<file path="config.mk">
export PLATFORM = sky130hd
export DESIGN_NAME = packbits_planar_to_bgra_decoder_unit
export DESIGN_NICKNAME = d
export VERILOG_FILES = /design/src/rtl/pbd_pkg.sv /design/src/rtl/pbd_parser.sv /design/src/rtl/packbits_planar_to_bgra_decoder_unit.sv
export SDC_FILE = /design/constraint.sdc
export NUM_CORES = 1
export LEC_CHECK = 0
export ABC_AREA = 1
export ABC_CLOCK_PERIOD_IN_PS = 4000
export BUFFER_PORTS_ARGS = -buffer_cell sky130_fd_sc_hd__buf_4
export CORE_ASPECT_RATIO = 0.6
export CORE_MARGIN = 2
export CORE_UTILIZATION = 24
export CTS_BUF_LIST = sky130_fd_sc_hd__clkbuf_8
export DETAILED_ROUTE_END_ITERATION = 10
export PLACE_DENSITY = 0.52
export SYNTH_ARGS = -nofsm -noshare
export SYNTH_HDL_FRONTEND = slang
export SYNTH_SLANG_ARGS = --single-unit
</file>
<file path="constraint.sdc">
create_clock -name clk_i -period 4 [get_ports clk_i]
set_input_delay 0 -clock clk_i [delete_from_list [all_inputs] [get_ports clk_i]]
set_output_delay 0 -clock clk_i [all_outputs]
set_load 0.05 [all_outputs]
</file>
<file path="src/rtl/pbd_pkg.sv">
`default_nettype none
package pbd_pkg;

  localparam int unsigned MaxPixels   = 65536;
  localparam int unsigned MaxChannels = 16;
  localparam int unsigned NumLanes    = 4;
  // effective pixel ceiling, also bounded by the 16-bit start_pixel field
  localparam int unsigned PixCap      = (MaxPixels < 65536) ? MaxPixels : 65536;
  localparam int unsigned ChanLimit   = (MaxChannels < NumLanes) ? MaxChannels : NumLanes;

  localparam int unsigned PosW = 17;
  localparam logic [PosW-1:0] PosMax = '1;
  localparam logic [PosW-1:0] ImagePixelsRst = 17'(65536);

  localparam logic [7:0] HdrNop    = 8'd128;
  localparam logic [8:0] RepeatSub = 9'd257;

  typedef enum logic [1:0] {
    PH_HEADER  = 2'd0,
    PH_LITERAL = 2'd1,
    PH_REPEAT  = 2'd2
  } parse_phase_e;

  // first field in the highest bits
  typedef struct packed {
    logic       plane_start;
    logic       row_start;
    logic [3:0] channel;
    logic [7:0] data_byte;
  } pbd_item_t;

  typedef struct packed {
    logic [7:0]  run_length;
    logic [15:0] start_pixel;
    logic [1:0]  byte_lane;
    logic [7:0]  value;
  } pbd_desc_t;

  localparam int unsigned DescW  = $bits(pbd_desc_t);
  localparam int unsigned DataOW = ((DescW + 7) / 8) * 8;

  function automatic logic [1:0] lane_of_channel(input logic [1:0] ch);
    logic [1:0] lane;
    case (ch)
      2'd0:    lane = 2'd2;
      2'd1:    lane = 2'd1;
      2'd2:    lane = 2'd0;
      default: lane = 2'd3;
    endcase
    return lane;
  endfunction

endpackage
`default_nettype wire

</file>
<file path="src/rtl/pbd_parser.sv">
`default_nettype none
module pbd_parser (
  input  wire                   clk_i,
  input  wire                   rst_ni,
  input  wire                   item_fire_i,
  input  wire pbd_pkg::pbd_item_t item_i,
  input  wire [16:0]            image_pixels_i,
  output logic                  desc_valid_o,
  output pbd_pkg::pbd_desc_t    desc_o
);
  import pbd_pkg::*;

  parse_phase_e    phase_q, phase_d;
  logic [7:0]      cnt_q, cnt_d;
  logic [PosW-1:0] pos_q, pos_d;

  parse_phase_e    phase_eff;
  logic [7:0]      cnt_eff, cnt_dec;
  logic [PosW-1:0] pos_eff, lim, room;
  logic [PosW:0]   pos_sum;
  logic            skip, emit;
  logic [7:0]      len;

  assign skip = (32'(item_i.channel) >= ChanLimit);
  assign lim  = (32'(image_pixels_i) > PixCap) ? PosW'(PixCap) : image_pixels_i;

  always_comb begin
    phase_eff = (item_i.row_start || item_i.plane_start) ? PH_HEADER : phase_q;
    cnt_eff   = (item_i.row_start || item_i.plane_start) ? 8'd0 : cnt_q;
    pos_eff   = item_i.plane_start ? '0 : pos_q;
    cnt_dec   = (cnt_eff != 8'd0) ? cnt_eff - 8'd1 : 8'd0;
    phase_d   = phase_q;
    cnt_d     = cnt_q;
    emit      = 1'b0;
    len       = 8'd1;
    case (phase_eff)
      PH_LITERAL: begin
        emit    = 1'b1;
        cnt_d   = cnt_dec;
        phase_d = (cnt_dec == 8'd0) ? PH_HEADER : PH_LITERAL;
      end
      PH_REPEAT: begin
        emit    = 1'b1;
        len     = cnt_eff;
        cnt_d   = 8'd0;
        phase_d = PH_HEADER;
      end
      default: begin
        if (item_i.data_byte < HdrNop) begin
          phase_d = PH_LITERAL;
          cnt_d   = item_i.data_byte + 8'd1;
        end else if (item_i.data_byte > HdrNop) begin
          phase_d = PH_REPEAT;
          cnt_d   = 8'(RepeatSub - {1'b0, item_i.data_byte});
        end else begin
          phase_d = PH_HEADER;
          cnt_d   = 8'd0;
        end
      end
    endcase
    pos_sum = {1'b0, pos_eff} + (PosW+1)'(len);
    pos_d   = emit ? (pos_sum[PosW] ? PosMax : pos_sum[PosW-1:0]) : pos_eff;
  end

  always_comb begin
    room                 = lim - pos_eff;
    desc_valid_o         = item_fire_i && !skip && emit && (pos_eff < lim);
    desc_o.value         = item_i.data_byte;
    desc_o.byte_lane     = lane_of_channel(item_i.channel[1:0]);
    desc_o.start_pixel   = pos_eff[15:0];
    desc_o.run_length    = ({9'd0, len} < room) ? len : room[7:0];
  end

  always_ff @(posedge clk_i or negedge rst_ni) begin
    if (!rst_ni) begin
      phase_q <= PH_HEADER;
      cnt_q   <= 8'd0;
      pos_q   <= '0;
    end else if (item_fire_i && !skip) begin
      phase_q <= phase_d;
      cnt_q   <= cnt_d;
      pos_q   <= pos_d;
    end
  end

endmodule
`default_nettype wire

</file>
<file path="src/rtl/packbits_planar_to_bgra_decoder_unit.sv">
// An accepted item is held in the input register and parsed once the result register
//   has room; any descriptor is registered and shown on the master side until taken.
// Throughput: one byte per cycle unless the master side stalls the result register.
// Items that give no descriptor still take one pass through the parse stage.
// Reset (async, active low) empties both registers, sets the parse to header,
//   pixel position to 0 and image_pixels to 65536.
`default_nettype none
module packbits_planar_to_bgra_decoder_unit (
  input  wire         clk_i,
  input  wire         rst_ni,
  input  wire         cfg_we_i,
  input  wire  [16:0] cfg_wdata_i,    // image_pixels
  input  wire         s_axis_tvalid_i,
  output logic        s_axis_tready_o,
  input  wire  [7:0]  s_axis_tdata_i, // data_byte
  input  wire  [5:0]  s_axis_tuser_i, // channel[3:0], row_start[4], plane_start[5]
  output logic        m_axis_tvalid_o,
  input  wire         m_axis_tready_i,
  output logic [39:0] m_axis_tdata_o  // value[7:0], byte_lane[9:8],
                                      // start_pixel[25:10], run_length[33:26]
);
  import pbd_pkg::*;

  logic [PosW-1:0] img_q;
  logic            in_vld_q, out_vld_q;
  pbd_item_t       in_q;
  pbd_desc_t       out_q, desc;
  logic            adv, desc_vld;

  // input register drains when the result register has room
  assign adv             = in_vld_q && (!out_vld_q || m_axis_tready_i);
  assign s_axis_tready_o = !in_vld_q || adv;

  always_ff @(posedge clk_i or negedge rst_ni) begin
    if (!rst_ni) begin
      img_q <= ImagePixelsRst;
    end else if (cfg_we_i) begin
      img_q <= cfg_wdata_i;
    end
  end

  always_ff @(posedge clk_i or negedge rst_ni) begin
    if (!rst_ni) begin
      in_vld_q <= 1'b0;
    end else if (s_axis_tready_o) begin
      in_vld_q <= s_axis_tvalid_i;
    end
  end

  always_ff @(posedge clk_i) begin
    if (s_axis_tready_o && s_axis_tvalid_i) begin
      in_q <= {s_axis_tuser_i, s_axis_tdata_i};
    end
  end

  pbd_parser u_parser (
    .clk_i          (clk_i),
    .rst_ni         (rst_ni),
    .item_fire_i    (adv),
    .item_i         (in_q),
    .image_pixels_i (img_q),
    .desc_valid_o   (desc_vld),
    .desc_o         (desc)
  );

  always_ff @(posedge clk_i or negedge rst_ni) begin
    if (!rst_ni) begin
      out_vld_q <= 1'b0;
    end else if (!out_vld_q || m_axis_tready_i) begin
      out_vld_q <= desc_vld;
    end
  end

  always_ff @(posedge clk_i) begin
    if (desc_vld) begin
      out_q <= desc;
    end
  end

  assign m_axis_tvalid_o = out_vld_q;
  assign m_axis_tdata_o  = {(DataOW-DescW)'(0), out_q};

endmodule
`default_nettype wire

</file>
# ---- After elaboration in Yosys (flattened, before gate mapping)
# Cells that the tools add are included.
dict set report word_totals {
  output_inout_bits 42
  in_bits 36
  regBits 94
  elab_cells 62
}
dict set report op_classes {
  mux 18
  magnitude_cmp 6
  n_eq_ne 4
  addsub 5
  n_reduce_logical 15
}
# op count
set op_table {}
lappend op_table {{17-bit 2-to-1 mux} 4}
lappend op_table {{8-bit 2-to-1 mux} 6}
lappend op_table {{17-bit by 8-bit adder with 18-bit output} 1}
lappend op_table {{17-bit > comparator, second input constant} 1}
lappend op_table {{17-bit < comparator} 1}
lappend op_table {{8-bit by 17-bit < comparator with 1-bit output} 1}
lappend op_table {{17-bit subtractor} 1}
lappend op_table {{8-bit one-hot mux with 2 select lines} 1}
lappend op_table {{8-bit by 1-bit adder with 8-bit output, second input constant} 1}
lappend op_table {{8-bit > comparator, second input constant} 1}
lappend op_table {{8-bit zero test} 1}
lappend op_table {{8-bit < comparator, second input constant} 1}
lappend op_table {{8-bit nonzero test} 1}
lappend op_table {{1-bit by 8-bit subtractor with 8-bit output, first input constant} 1}
lappend op_table {{8-bit by 1-bit subtractor with 8-bit output, second input constant} 1}
lappend op_table {{2-bit 2-to-1 mux} 3}
lappend op_table {{2-bit one-hot mux with 3 select lines} 1}
lappend op_table {{1-bit logical AND} 5}
lappend op_table {{2-bit by 1-bit == test with 1-bit output, second input constant} 2}
lappend op_table {{2-bit == test, second input constant} 2}
lappend op_table {{4-bit by 3-bit greater-or-equal comparator with 1-bit output, second input constant} 1}
lappend op_table {{2-bit one-hot mux with 2 select lines} 1}
lappend op_table {{1-bit zero test} 3}
lappend op_table {{1-bit logical OR} 3}
lappend op_table {{3 further kinds} 4}

# ---- Longest topological paths before layout
# Gate-level depths: netlist (run 1).
dict set report logic_depth {
  depth_word 7
  ltp_mapped 25
  ltp_nobuf 25
}

# ---- Modules after synthesis
# From an unflattened synthesis (run 1), not the netlist that was laid out.
dict set report unflattened {
  hier_cells 863
  hier_area_um2 6611.3
}
# module n_inst seq_area_each_um2 cells_each area_each_um2
set modules_own_cells {}
lappend modules_own_cells {pbd_parser 1 675.6 727 4372.9}
lappend modules_own_cells {packbits_planar_to_bgra_decoder_unit 1 1918.1 136 2238.4}

# ---- Worst setup path before layout (run 1)
# No wires, ideal clock.
dict set report synth_path {
  path_kind {register to register}
  start {register img_q[0]}
  end {register out_q, in the netlist m_axis_tdata_o[26] (data pin)}
  arrival_time_ns 3.067
  stages_incl_launch_ff 25
  required_ns 3.748
  path_slack_ns 0.681
  n_path_buf 0
  synth_period_minus_slack_ns 3.319
  setup_time_ns 0.252
  path_cell_list {dfrtp_1 -> nor4_1 -> nand4_1 -> nand2_1 -> inv_1 -> nor2_1 -> inv_1 -> fa_1 -> inv_1 -> nand3_1 -> nand3_1 -> xor2_1 -> inv_1 -> ha_1 -> nand2_1 -> a21oi_1 -> nor2_1 -> nand2_1 -> nand2_1 -> nand2_1 -> a21oi_1 -> nor2_1 -> nand3_4 -> nand2_1 -> nand2_1}
}
# item line
set synth_rtl {}
lappend synth_rtl {{start: declaration} packbits_planar_to_bgra_decoder_unit.sv:24} ;# logic [PosW-1:0] img_q;
lappend synth_rtl {{start signal: assignment} packbits_planar_to_bgra_decoder_unit.sv:36} ;# img_q <= ImagePixelsRst;
lappend synth_rtl {{start signal: assignment} packbits_planar_to_bgra_decoder_unit.sv:38} ;# img_q <= cfg_wdata_i;
lappend synth_rtl {{end signal: assignment} packbits_planar_to_bgra_decoder_unit.sv:76} ;# out_q <= desc;
lappend synth_rtl {{end: declaration} packbits_planar_to_bgra_decoder_unit.sv:27} ;# pbd_desc_t out_q, desc;

==> results of run 1 <==
==> state kept, by name, summed over array words and instances, names as in the netlist <==
signal	cells
img_q	17
in_vld_q	1
u_parser.pos_q	17
u_parser.cnt_q	8
in_q	14
m_axis_tvalid_o	1
m_axis_tdata_o	34
u_parser.phase_q	2
==> worst max-delay path: cells and delay by family (launching register included) <==
family | cells | cell delay, ps
AND/OR/NAND/NOR | 15 | 1730
flip-flops | 1 | 420
XOR/XNOR | 1 | 200
adder cells (fa/ha/maj) | 2 | 630
buffers and inverters | 3 | 310
AO/OA/AOI/OAI | 2 | 210
==> path summary, 6_finish.rpt <==
kind	cells past startpoint	end	from
max	23	m_axis_tdata_o[27]	img_q[0]
min	3	img_q[6]	cfg_we_i
max reg2reg	23	m_axis_tdata_o[27]	img_q[0]
min reg2reg	2	u_parser.pos_q[7]	u_parser.pos_q[7]
max in group asynchronous	2	u_parser.cnt_q[2]	rst_ni
min in group asynchronous	2	img_q[15]	rst_ni
==> Yosys cell counts, drive strengths merged <==
| cell | n |
|---|---|
| nand2 | 266 |
| inv | 150 |
| nor2 | 83 |
| nand3 | 66 |
| edfxtp | 48 |
| dfrtp | 45 |
| ha | 43 |
| o21ai | 41 |
| a21oi | 28 |
| xor2 | 14 |
| nand4 | 10 |
| nor4 | 10 |
| buf | 9 |
| clkbuf | 8 |
| xnor2 | 6 |
| a21boi | 5 |
| o22ai | 5 |
| a22oi | 3 |
| and2 | 3 |
| nor3 | 3 |
| or2 | 3 |
| a211oi | 2 |
| a21o | 2 |
| a31oi | 2 |
| fa | 2 |
| mux2 | 2 |
| a2bb2oi | 1 |
| a32oi | 1 |
| and3 | 1 |
| conb | 1 |
| dfstp | 1 |
| nand3b | 1 |
| nor3b | 1 |
| o211ai | 1 |
| o21a | 1 |
| o21bai | 1 |
| o221ai | 1 |
==> metrics by stage <==
stage / area [um^2] / setup TNS [ps] / util / total power [mW] / setup WS, ps
after floorplan: 6520 / 0 / - / 2.03 / 681
after global placement: 7510 / 0 / 0.283 / 2.36 / 250
after detailed placement: 7510 / 0 / 0.283 / 2.36 / 117
after CTS: 8110 / 0 / 0.306 / 3.03 / 112
after global routing: 8160 / -16.8 / 0.308 / 3.29 / -7.23
final: 8160 / 0 / 0.308 / 3.05 / 254
==> power breakdown <==
group	total (mW)	leakage [nW]	internal (mW)	switching (mW)
registers	1.18	1.01	1.12	0.0578
clock network	0.633	0.0940	0.239	0.393
logic	1.23	2.89	0.419	0.815
==> area by class of cell <==
type | instances | share of cell area
Tap cell | 360 | 0.0552
Multi-Input combinational cell | 614 | 0.406
Clock buffer | 9 | 0.0152
Clock inverter | 7 | 0.00751
Timing Repair Buffer | 123 | 0.129
Sequential cell | 94 | 0.318
Inverter | 150 | 0.0690
==> repair_timing <==
action / in CTS / in global routing
hold buffers: 42 / 0
hold endpoints to repair: 78 / 0
gates resized for setup: 0 / 11
setup endpoints to repair: 0 / 8
==> metal layers <==
metal	track usage	vias to the layer above	part of all wire
met5	0	-	0
met4	0.0186	0	0.0050
met3	0.0356	7	0.078
met2	0.167	171	0.35
met1	0.233	2748	0.56
li1	-	3031	-
==> kinds of logic (layout without fill, tap and decap cells) <==
logic type	Yosys count	count (layout)	synth area share
xor gates and xnor gates	20	20	0.0269
adders and majority gates	45	45	0.0889
buffers and inverters	167	289	0.102
and+or+nand+nor	447	447	0.298
muxes	2	2	0.00346
DFF	94	94	0.399
AOI/OAI and AO/OA	94	94	0.0817
other	1	6	0.000576
==> results.toml, run 1 <==
[run_status]
status = "completed"

[die]
die_w_um = 217
initial_core_util = 0.245
ios = 78
die_h_um = 132
dieArea_mm2 = 0.0285
core.rowCount = 46
coreArea_mm2 = 0.0265

[global_routing]
grt_max_degree = 47
antenna_found_initial = 0
grt_overflow_total = 0
grt_pass1_wl_mm = 30.7
grt_util_all_layers = 0.138
grt_pass1_vias = 5427

[routing]
wl_per_cell_um = 14.2
via_per_inst = 4.39
vias = 5957
drtIter0Drc = 536
first_pass_iters = 6
ant_nets = 0
drcViolationCount = 0
drt_wl_total_mm = 19.3

[worst_setup_path]
cpMostUsedCell = "nand2_1"
crit_chain = "nor4_2 > nand4_1 > nand2_1 > inv_1 > buf_4 > nor2_1 > ha_2 > nand2_1 > nand3_2 > xor2_2 > inv_1 > ha_1 > nand2_1 > a21oi_1 > nor2_1 > nand2_1 > nand2_1 > nand2_1 > a21oi_1 > nor2_1 > nand3_4 > nand2_1 > nand2_1"
r2r_setup_slack_ps = 250
endpoint_kind = "flop"
crit_required_ps = 4150
cp.arrival_ps = 3890
cp_slowest_cell = "dfrtp_1"
path_max_fanout = 14
cp-start-kind = "flop"
critPathMaxStageDelay_ps = 420
critPathKind = "flop to flop"

[placed_design]
hpwl_mm = 15.2
place_congestion = 0.899
portBuffers = 71
numPlacedInstances = 1299

[yosys]
yosysTopAreaCellShare = 0.222
synthCells = 870
avgSynthCellArea_um2 = 7.48
synthesis.area_mm2 = 0.00650
yosys_warnings = 0
yosysSeqAreaShare = 0.399
synthTopCellsByArea = "edfxtp_1 (22%), dfrtp_1 (17%), nand2_1 (15%)"
synth_top_area_cell = "edfxtp_1"
ys_ff_latch = 94
ys_types = 49

[cts]
clk_path_buf_depth = 2
htreeDepth = 3
cts_buffers = 9
insertion_delay_ps = 390
cts_tree = "yes"
cts_root_buffer = "clkbuf_8"
post-cts-setup-buffers = 0
clk_pin_slew_ps = 100
clock-sinks = 94

[power]
p_per_area_mw_per_mm2 = 373
cellLeakagePower_nw = 3.99
peakVddDrop_v = 0.000152

[layout]
fin_cells = 1357
final_layout_size_suffix_gt1_frac = 0.134
register_area_mm2 = 0.00259
num_antenna_cells = 0
syn_to_final_growth_pct = 25.4
multi_input_area_mm2 = 0.00331
fillers = 2828
final_cell_mix = "nand2_1 (262), inv_1 (144), buf_4 (79)"
nets = 1073
final_common_cell = "nand2_1"

[timing]
fin_crit_sh = 0.937
fmax_mhz = 267
drv_slew = 0
worst_pin_slew_ps = 662
relSlewSlack = 0.559
hold_slack_ps = 16.3
final-setup-viol-count = 0
skew_ps = 16.8
period_minus_slack_ps = 3750
final-hold-violation-count = 0

[hold_path]
hp-class = "input port to flop"

[job]
max-cap-violations = 0
(Power assumes the default switching activity.)
==> run 2, diff against run 1 <==
--- a/config.mk
+++ b/config.mk
@@ -8,7 +8,6 @@
 export ABC_AREA = 1
 export ABC_CLOCK_PERIOD_IN_PS = 4000
 export BUFFER_PORTS_ARGS = -buffer_cell sky130_fd_sc_hd__buf_4
-export CORE_ASPECT_RATIO = 0.6
 export CORE_MARGIN = 2
 export CORE_UTILIZATION = 24
 export CTS_BUF_LIST = sky130_fd_sc_hd__clkbuf_8
==> run 2 against run 1 <==
Net effect: sequential share of layout area down 0.083 points; sequential power about the same; via count fell by 1.7%; worst setup slack improved by 140 ps; cell area is 0.26% higher; register-to-register slack better by 140 ps; utilization decreased by 0.23 points; largest cell class unchanged; routed wire length decreased by 8.4%.
==> results.toml, run 2 (synthesized netlist as in run 1, its figures left out) <==
[run_status]
status = "completed"

[cts]
cts_buffers = 9
clock-sinks = 94
clk_path_buf_depth = 2
htreeDepth = 3
insertion_delay_ps = 390
cts_root_buffer = "clkbuf_8"
cts_tree = "yes"
clk_pin_slew_ps = 100

[worst_setup_path]
critPathKind = "flop to flop"
crit_required_ps = 4140
r2r_setup_slack_ps = 390
reg2regPathDepth = 24
cp-start-kind = "flop"
path_max_fanout = 8
endpoint_kind = "flop"
cp-startpoint = "img_q[12]"
r2r-end = "m_axis_tdata_o[30]"
r2r-start = "img_q[12]"
cp.arrival_ps = 3750

[power]
cellLeakagePower_nw = 4.01
peakVddDrop_v = 0.000156
p_per_area_mw_per_mm2 = 366
power_mw = 3.00

[layout]
nets = 1079
final_common_cell = "nand2_1"
syn_to_final_growth_pct = 25.8
multi_input_area_mm2 = 0.00331
final_layout_size_suffix_gt1_frac = 0.131
final_core_util = 0.305
fillers = 2791
final_cell_mix = "nand2_1 (262), inv_1 (145), buf_4 (82)"
num_antenna_cells = 0
register_area_mm2 = 0.00259
largest_reg_flops = 34

[hold_path]
hp-class = "input port to flop"
worstHoldPathCells = 2
whs_endpoint = "img_q[10]"
hold_start = "cfg_we_i"

[routing]
wl_per_cell_um = 13.2
vias = 5856
ant_nets = 0
drtIter0Drc = 356
via_per_inst = 4.36
drt_wl_total_mm = 17.7
drcViolationCount = 0
first_pass_iters = 5

[timing]
fmax_mhz = 277
setup_ws_ps = 393
period_minus_slack_ps = 3610
drv_slew = 0
final-hold-violation-count = 0
rsz0062_at_grt = "no"
relSlewSlack = 0.570
skew_ps = 15.4
final-setup-viol-count = 0
worst_pin_slew_ps = 646
tns_ps = 0
fin_crit_sh = 0.902

[global_routing]
antenna_found_initial = 0
grt_pass1_wl_mm = 28.3
grt_overflow_total = 0
grt_max_degree = 47
grt_pass1_vias = 5528
grt_util_all_layers = 0.126

[job]
max-cap-violations = 0

[placed_design]
place_congestion = 0.865
portBuffers = 71
dp_slack_ps = 173
hpwl_mm = 13.8

[die]
die_w_um = 169
initial_core_util = 0.243
ios = 78
core.rowCount = 60
die_h_um = 169
coreArea_mm2 = 0.0268
dieArea_mm2 = 0.0284
-- run 2: per-layer routing --
layer  track usage  up-vias  routed length, um
met4        0.0300        0                192
met2         0.209      105               8140
li1              -     3029                  -
met3        0.0173       18                714
met5             0        -                  0
met1         0.173     2704               8660
-- run 2: worst max-delay path, cell delays in order (launching register included) --
cell and delay [ps]:
dfrtp_1 420, nor4_4 290, nand4_1 120, nand2_1 100
inv_1 50, nor2_1 130, inv_1 80, fa_1 440
inv_1 120, nand3_1 90, nand3_2 110, xor2_2 170
inv_1 60, ha_1 280, nand2_1 70, a21oi_1 120
nor2_1 50, nand2_1 60, nand2_1 40, nand2_1 70
a21oi_1 70, nor2_2 150, nand3_4 130, nand2_1 90
nand2_1 60
-- run 2: timing repair --
action	CTS	global route
endpoints found under the setup margin	0	9
buffers inserted	0	2
hold buffers	47	0
endpoints found under the hold margin	78	0
resized for setup	0	9
-- run 2: final cells by class --
class                      count  share of cell area
sequential                    94               0.317
multi-input combinational    614               0.405
inverter                     150              0.0690
timing repair buffer         129               0.133
clock buffer                   9              0.0151
tap                          341              0.0522
clock inverter                 7             0.00872
-- run 2: where the power goes --
group	internal [mW]	switching (mW)	total, mW
Combinational	0.415	0.759	1.17
Clock	0.246	0.395	0.641
Sequential	1.12	0.0583	1.18
Total	1.78	1.21	3.00
-- run 2: how the worst max path moves through the flow --
stage,end,cells past startpoint
floorplan,m_axis_tdata_o[26],24
detailed placement,m_axis_tdata_o[30],24
CTS,m_axis_tdata_o[30],24
finish,m_axis_tdata_o[30],24
global placement,m_axis_tdata_o[33],24
global route,m_axis_tdata_o[28],25
-- run 2: per-stage QoR --
step	area, um^2	cells	hold slack, ps
6_report	8180	1344	16.7
5_1_grt	8180	1344	22.0
4_1_cts	8120	1342	5.23
3_5_place_dp	7450	1279	63.5
3_3_place_gp	7450	1279	67.3
2_1_floorplan	6520	875	-296
